## src/rtl/core/stftola_pkg.sv

```systemverilog
// Shared constants, types and command codes of the overlap-add reconstruction block.
package stftola_pkg;

   localparam int MAX_FRAME_LEN = 1024;
   localparam int MAX_FRAMES    = 16;
   localparam int SAMPLE_BITS   = 24;

   // fixed field widths
   localparam int OP_BITS         = 2;
   localparam int FIDX_BITS       = 4;
   localparam int SIDX_BITS       = 10;
   localparam int VALUE_BITS      = 24;
   localparam int OUT_SAMPLE_BITS = 24;
   localparam int WIN_BITS        = 18;
   localparam int CFG_LEN_BITS    = 11;
   localparam int CFG_HOP_BITS    = 11;
   localparam int CFG_CNT_BITS    = 5;

   // derived widths
   localparam int POS_BITS   = $clog2(MAX_FRAME_LEN);
   localparam int LEN_BITS   = $clog2(MAX_FRAME_LEN) + 1;
   localparam int SLOT_BITS  = (MAX_FRAMES > 1) ? $clog2(MAX_FRAMES) : 1;
   localparam int CNT_BITS   = $clog2(MAX_FRAMES) + 1;
   localparam int OFF_BITS   = SLOT_BITS + CFG_HOP_BITS;
   localparam int FADDR_BITS = SLOT_BITS + POS_BITS;
   localparam int ACC_BITS   = SAMPLE_BITS + SLOT_BITS + 1;
   localparam int PROD_BITS  = SAMPLE_BITS + WIN_BITS;
   localparam int ROUND_SHIFT = 16;
   localparam int RND_BITS   = PROD_BITS - ROUND_SHIFT;

   localparam longint SAMPLE_MAX = (longint'(1) << (SAMPLE_BITS - 1)) - 1;
   localparam longint SAMPLE_MIN = -SAMPLE_MAX - 1;

   // command queue between front and back
   localparam int QUEUE_DEPTH = 2;
   localparam int QPTR_BITS   = $clog2(QUEUE_DEPTH);
   localparam int QCNT_BITS   = $clog2(QUEUE_DEPTH) + 1;

   // register port
   localparam int CSR_IDX_BITS  = 2;
   localparam int CSR_ADDR_BITS = CSR_IDX_BITS + 2;
   localparam int CSR_DATA_BITS = 32;

   localparam logic [CSR_IDX_BITS-1:0] REG_FRAME_LENGTH = 2'd0;
   localparam logic [CSR_IDX_BITS-1:0] REG_HOP_SIZE     = 2'd1;
   localparam logic [CSR_IDX_BITS-1:0] REG_FRAME_COUNT  = 2'd2;

   localparam logic [CFG_LEN_BITS-1:0] FRAME_LENGTH_RESET = 11'd1024;
   localparam logic [CFG_HOP_BITS-1:0] HOP_SIZE_RESET     = 11'd256;
   localparam logic [CFG_CNT_BITS-1:0] FRAME_COUNT_RESET  = 5'd16;

   // operation codes on the request channel
   localparam logic [OP_BITS-1:0] OP_LOAD_FRAME = 2'd0;
   localparam logic [OP_BITS-1:0] OP_LOAD_WIN   = 2'd1;
   localparam logic [OP_BITS-1:0] OP_COMPUTE    = 2'd2;

   typedef enum logic [1:0] {
      CMD_LOAD_FRAME,
      CMD_LOAD_WIN,
      CMD_COMPUTE
   } cmd_kind_type;

   typedef struct packed {
      cmd_kind_type                 kind;
      logic [FIDX_BITS-1:0]         frame_index;
      logic [SIDX_BITS-1:0]         sample_index;
      logic signed [VALUE_BITS-1:0] value;
      logic [POS_BITS-1:0]          k;
   } cmd_type;

   typedef struct packed {
      logic [LEN_BITS-1:0]     len;
      logic [LEN_BITS-1:0]     lo;
      logic [LEN_BITS-1:0]     hi;
      logic [CFG_HOP_BITS-1:0] hop;
      logic [CNT_BITS-1:0]     cnt;
   } cfg_type;

   typedef struct packed {
      logic pop;
      logic busy;
   } stat_type;

endpackage

```

## src/rtl/core/stftola_front.sv

```systemverilog
// Request front end: config clamping, item classification and the command queue.
module stftola_front import stftola_pkg::*; (
   input  logic                         clock,
   input  logic                         reset,
   input  logic                         req_valid,
   output logic                         req_stall,
   input  logic [OP_BITS-1:0]           req_operation,
   input  logic [FIDX_BITS-1:0]         req_frame_index,
   input  logic [SIDX_BITS-1:0]         req_sample_index,
   input  logic signed [VALUE_BITS-1:0] req_value,
   input  logic [CFG_LEN_BITS-1:0]      frame_length,
   input  logic [CFG_HOP_BITS-1:0]      hop_size,
   input  logic [CFG_CNT_BITS-1:0]      frame_count,
   output cfg_type                      cfg,
   output cmd_type                      head,
   output logic                         head_valid,
   input  logic                         pop
);

   cmd_type              q_ff [QUEUE_DEPTH];
   logic [QPTR_BITS-1:0] wr_ptr_ff, wr_ptr_in;
   logic [QPTR_BITS-1:0] rd_ptr_ff, rd_ptr_in;
   logic [QCNT_BITS-1:0] count_ff, count_in;

   cfg_type         cfg_c;
   cmd_type         cmd;
   logic            keep;
   logic            accept;
   logic            push;
   logic [LEN_BITS:0] k_sum;

   // clamp the registers to the ranges the datapath handles
   always_comb begin
      if (frame_length == '0) begin
         cfg_c.len = LEN_BITS'(1);
      end else if (frame_length > MAX_FRAME_LEN) begin
         cfg_c.len = LEN_BITS'(MAX_FRAME_LEN);
      end else begin
         cfg_c.len = LEN_BITS'(frame_length);
      end
      cfg_c.lo  = cfg_c.len >> 1;
      cfg_c.hi  = cfg_c.len - cfg_c.lo;
      cfg_c.hop = hop_size;
      if (frame_count > MAX_FRAMES) begin
         cfg_c.cnt = CNT_BITS'(MAX_FRAMES);
      end else begin
         cfg_c.cnt = CNT_BITS'(frame_count);
      end
   end

   assign cfg = cfg_c;

   // compute position inside the rotated frame
   assign k_sum = (LEN_BITS+1)'(req_sample_index) + (LEN_BITS+1)'(cfg_c.hi);

   always_comb begin
      cmd.frame_index  = req_frame_index;
      cmd.sample_index = req_sample_index;
      cmd.value        = req_value;
      if (k_sum >= (LEN_BITS+1)'(cfg_c.len)) begin
         cmd.k = POS_BITS'(k_sum - (LEN_BITS+1)'(cfg_c.len));
      end else begin
         cmd.k = POS_BITS'(k_sum);
      end
      cmd.kind = CMD_COMPUTE;
      keep     = 1'b0;
      case (req_operation)
         OP_LOAD_FRAME: begin
            cmd.kind = CMD_LOAD_FRAME;
            keep     = (req_frame_index < MAX_FRAMES) && (req_sample_index < MAX_FRAME_LEN);
         end
         OP_LOAD_WIN: begin
            cmd.kind = CMD_LOAD_WIN;
            keep     = (req_sample_index < MAX_FRAME_LEN);
         end
         OP_COMPUTE: begin
            cmd.kind = CMD_COMPUTE;
            keep     = (req_frame_index < MAX_FRAMES) && (req_sample_index < cfg_c.len);
         end
         default: begin
            keep = 1'b0;
         end
      endcase
   end

   assign req_stall = (count_ff == QCNT_BITS'(QUEUE_DEPTH));
   assign accept    = req_valid && !req_stall;
   // drop items that leave no trace
   assign push      = accept && keep;

   always_comb begin
      wr_ptr_in = wr_ptr_ff;
      rd_ptr_in = rd_ptr_ff;
      count_in  = count_ff;
      if (push) begin
         wr_ptr_in = wr_ptr_ff + 1'b1;
      end
      if (pop) begin
         rd_ptr_in = rd_ptr_ff + 1'b1;
      end
      if (push && !pop) begin
         count_in = count_ff + 1'b1;
      end else if (pop && !push) begin
         count_in = count_ff - 1'b1;
      end
   end

   always_ff @(posedge clock) begin
      if (reset) begin
         wr_ptr_ff <= '0;
         rd_ptr_ff <= '0;
         count_ff  <= '0;
      end else begin
         wr_ptr_ff <= wr_ptr_in;
         rd_ptr_ff <= rd_ptr_in;
         count_ff  <= count_in;
      end
   end

   always_ff @(posedge clock) begin
      if (push) begin
         q_ff[wr_ptr_ff] <= cmd;
      end
   end

   assign head       = q_ff[rd_ptr_ff];
   assign head_valid = (count_ff != '0);

endmodule

```

## config.mk

```make
export PLATFORM = sky130hd
export DESIGN_NAME = stftola_front
export DESIGN_NICKNAME = d
export VERILOG_FILES = /design/src/rtl/core/stftola_pkg.sv /design/src/rtl/core/stftola_front.sv
export SDC_FILE = /design/constraint.sdc
export NUM_CORES = 1
export LEC_CHECK = 0
export BUFFER_PORTS_ARGS = -buffer_cell sky130_fd_sc_hd__buf_2
export CAP_MARGIN = 20
export CORE_MARGIN = 2
export CORE_UTILIZATION = 40
export CTS_CLUSTER_DIAMETER = 200
export CTS_CLUSTER_SIZE = 8
export DETAILED_ROUTE_END_ITERATION = 16
export GPL_TIMING_DRIVEN = 1
export PLACE_DENSITY = 0.75
export SETUP_SLACK_MARGIN = 0.5
export SYNTH_ARGS = -nofsm -noshare
export SYNTH_HDL_FRONTEND = slang
export SYNTH_SLANG_ARGS = --single-unit
```

## constraint.sdc

```tcl
create_clock -name clock -period 5.4 [get_ports clock]
set_input_delay 0.27 -clock clock [delete_from_list [all_inputs] [get_ports clock]]
set_output_delay 0.27 -clock clock [all_outputs]
set_load 0.005 [all_outputs]
```

==> results.md <==
| Parameter | This run | Unit |
|---|---|---|
| Status | finished, final reports clean | - |
| Gpl congestion | 0.830 | - |
| Transition time at the pin with the least slew margin | 0.572 | ns |
| Clock tree from TritonCTS | done | - |
| Final nets | 702 | - |
| MaxCap Viol Count | 0 | - |
| Share of the yosys chip area belonging to registers | 0.539 | - |
| Final Routed Wirelength | 12400 | um |
| GR Util All Layers | 0.155 | - |
| Crit path cell chain | buf_2 > nor4_2 > a31oi_1 > nor2_1 > inv_1 > ha_1 > inv_1 > fa_1 > ha_1 > a21oi_2 > o211ai_1 > a21oi_4 > xnor2_2 > ha_1 > a21o_1 > a31oi_4 > o211ai_1 > nor3_1 > o21bai_1 > a221o_2 > mux2_4 | - |
| Synthesized Nets | 553 | - |
| Standard-cell rows | 43 | - |
| Most area-hungry cell type in the Yosys netlist | sky130_fd_sc_hd__edfxtp_1 | - |
| Detailed-route DRC error count | 0 | - |
| Commonest register cell after synthesis | sky130_fd_sc_hd__edfxtp_1 | - |
| Worst Path Max Fanout | 5 | - |
| Diode count | 0 | - |
| Worst-case vdd ir drop | 0.000170 | V |
| Clock edge transition at the registers on the reported setup and hold paths | 0.07 | ns |
| Setup TNS Final | 0 | ns |
| Maximum buffer depth of the clock tree | 2 | - |
| Most frequent cells in the layout | sky130_fd_sc_hd__buf_2 (148), sky130_fd_sc_hd__edfxtp_1 (100), sky130_fd_sc_hd__mux2_2 (50), sky130_fd_sc_hd__ha_1 (38), sky130_fd_sc_hd__inv_1 (28) | - |
| Most common cell after layout, fill and taps aside | sky130_fd_sc_hd__buf_2 | - |
| # clock sinks | 105 | - |
| Final cell utilization of the core | 0.511 | - |
| Yosys warnings | 0 | - |
| Kind of end point of the critical path | flop | - |
| Fmax achieved | 213 | MHz |
| Classification of the worst setup path | in -> reg | - |
| Endpoints failing setup | 0 | - |
| Netlist Area Pre-Place | 5760 | um^2 |
| R2r worst-path depth | 5 | - |
| Power Dens Cells | 409 | nW/um^2 |
| DR pass1 iterations | 4 | - |
| Die area | 15400 | um^2 |
| Synthesized instance count | 438 | - |
| Worst min path class | in -> reg | - |
| Number of gates on the worst path with buffers counted | 21 | - |
| P_leak | 3.02 | nW |
| Clock period minus final worst setup slack | 4.70 | ns |
| Setup repair after global routing missed its margin | no | - |
| Post-synth cell types | 48 | - |
| Critical path buffer and inverter count | 3 | - |
| Layout overhead on the synthesized area | 24.2 | % |
| Post-route clock skew | 0.00712 | ns |
| I/O pin cnt | 172 | - |
| GRT Residual Overflow | 0 | - |
| Synth area leaders | sky130_fd_sc_hd__edfxtp_1 (52%), sky130_fd_sc_hd__mux2_2 (9.8%), sky130_fd_sc_hd__ha_1 (8.9%) | - |
| Final routed wire length divided by cell count | 16.1 | um |
| Die Span Y | 124 | um |
| Number of buffers created by CTS | 9 | - |
| Mean Syn Cell Area | 13.1 | um^2 |
| Fin crit share | 0.871 | - |
| Number of nets with antenna violations after detailed routing | 0 | - |
| Headroom to the max-slew limit | 0.618 | - |
| Count of buffers inserted at the top-level ports | 148 | - |
| Worst Hold Path Cells | 1 | - |
| FF+latch count, synth | 105 | - |
| Via density | 5.02 | - |
| Share of synthesized flip-flops with an asynchronous set or reset | 0 | - |
| Placeable core area | 14000 | um^2 |
| Fraction of layout cells with a size suffix above 1 | 0.456 | - |
| CP delay by family, top | compound AO/OA/AOI/OAI gates | - |
| First-pass GRT wire length | 18000 | um |
| Root buffer cell | sky130_fd_sc_hd__clkbuf_16 | - |
| Maximum number of pins on one net before global-route repair | 29 | - |
| Hold Vio Cnt, Final | 0 | - |
| Arrival time reported for the critical path endpoint | 4.78 | ns |
| Req. time, crit path | 5.48 | ns |
| Drt first-iter violations | 204 | - |
| Number of enable-type register cells in the synthesized netlist | 100 | - |
| Number of placed instances, taps included | 746 | - |
| Vias in the first global route | 3790 | - |
| Clock latency on the worst-skew pair | 0.34 | ns |
| Critical path launch point type | input pin | - |
| Cell at the slowest stage of the critical path | sky130_fd_sc_hd__a221o_2 | - |
| FILL cells | 1231 | - |
| Detailed Place HPWL | 9450 | um |
| Most used cell, CP | sky130_fd_sc_hd__ha_1 | - |
| H-tree depth | 3 | - |
| Slew Viols, Final | 0 | - |
| Final cell count without fillers | 772 | - |
| Initial antenna violation count | 0 | - |
| Via count | 3872 | - |
| Initial core utilization | 0.411 | - |
| Slowest Stage Delay on Critical Path | 0.50 | ns |
| Horizontal die dimension | 124 | um |
| Area share of the leading cell type in the synthesized netlist | 0.522 | - |
kinds of logic (layout without fill, tap and decap cells):
group                    Yosys count  count (layout)  synth area share
AO/OA/AOI/OAI                     66              67            0.0780
XOR/XNOR                          27              27            0.0411
adder cells (fa/ha/maj)           44              44            0.0996
buffers and inverters             61             214            0.0554
flip-flops                       105             105             0.539
multiplexers                      60              60             0.124
other                              1               1          0.000652
AND/OR/NAND/NOR                   74              74            0.0622
state kept, by name, indices dropped and copies added, names as in the netlist, named ones only:
signal,flops
count_ff,2
q_ff,100
rd_ptr_ff,1
wr_ptr_ff,1
path summary, 6_finish.rpt:
check,startpoint,slack (ns),to
hold / removal,req_value[19],0.12,q_ff[0][29]
setup / recovery,frame_length[8],0.70,q_ff[0][0]
hold reg to reg,count_ff[1],0.49,count_ff[1]
setup reg to reg,count_ff[0],3.14,q_ff[1][5]
through the flow:
step                worst slack (ns)  cell area (um^2)  hold slack [ns]  power, mW
floorplan                      0.518              5760            0.339       1.86
detailed placement            0.0745              6630            0.462       2.12
CTS                            0.516              6960            0.101       2.82
finish                         0.699              7150            0.119       2.92
global route                   0.409              7150            0.101       3.09
global placement               0.244              6610            0.459       2.07
what timing repair did:
action / CTS / global route
buffers inserted: 0 / 9
setup endpoints to repair: 20 / 20
pin swaps: 0 / 17
hold buffers: 0 / 0
gates resized for setup: 1 / 23
cloned: 0 / 1
layer usage:
layer  global-route usage  up-vias  wire, um
li1                     -     1889         -
met1                0.189     1832      5400
met2                0.270      136      5980
met3               0.0385       15       879
met4               0.0456        0       144
met5                    0        -         0
cell type report:
class / instances / area [um^2] / share of cell area
clock buffer: 10 / 239 / 0.0334
sequential: 105 / 3100 / 0.434
inverter: 28 / 105 / 0.0147
tap: 180 / 225 / 0.0315
timing repair buffer: 170 / 922 / 0.129
clock inverter: 6 / 90.1 / 0.0126
multi-input combinational: 273 / 2460 / 0.344
power by group:
| group | total (mW) | switching [mW] | leakage, nW | internal, mW |
|---|---|---|---|---|
| logic | 1.15 | 0.558 | 1.90 | 0.594 |
| clock network | 0.691 | 0.271 | 0.159 | 0.420 |
| registers | 1.08 | 0.0285 | 0.963 | 1.05 |
worst register-to-register path, stage by stage (launching register included):
cell and delay (ns):
sky130_fd_sc_hd__dfxtp_1 0.39, sky130_fd_sc_hd__nor2b_1 0.08, sky130_fd_sc_hd__nand3b_1 0.17, sky130_fd_sc_hd__a41oi_1 0.36, sky130_fd_sc_hd__and2_2 0.60, sky130_fd_sc_hd__buf_4 0.35
synthesized netlist by cell type (3+ instances only):
cell / instances
sky130_fd_sc_hd__buf_1: 5
sky130_fd_sc_hd__mux2_2: 50
sky130_fd_sc_hd__nor2b_1: 9
sky130_fd_sc_hd__edfxtp_1: 100
sky130_fd_sc_hd__or3_1: 3
sky130_fd_sc_hd__fa_1: 3
sky130_fd_sc_hd__buf_4: 22
sky130_fd_sc_hd__o21a_1: 6
sky130_fd_sc_hd__nor2_1: 19
sky130_fd_sc_hd__xnor2_1: 16
sky130_fd_sc_hd__a21oi_1: 19
sky130_fd_sc_hd__mux2_4: 10
sky130_fd_sc_hd__clkbuf_1: 5
sky130_fd_sc_hd__ha_1: 41
sky130_fd_sc_hd__nor3_1: 5
sky130_fd_sc_hd__o21ai_0: 12
sky130_fd_sc_hd__xor2_1: 11
sky130_fd_sc_hd__nand2_1: 23
sky130_fd_sc_hd__a21o_1: 8
sky130_fd_sc_hd__dfxtp_1: 5
sky130_fd_sc_hd__inv_1: 28
Power figures use the tool's default switching activity.
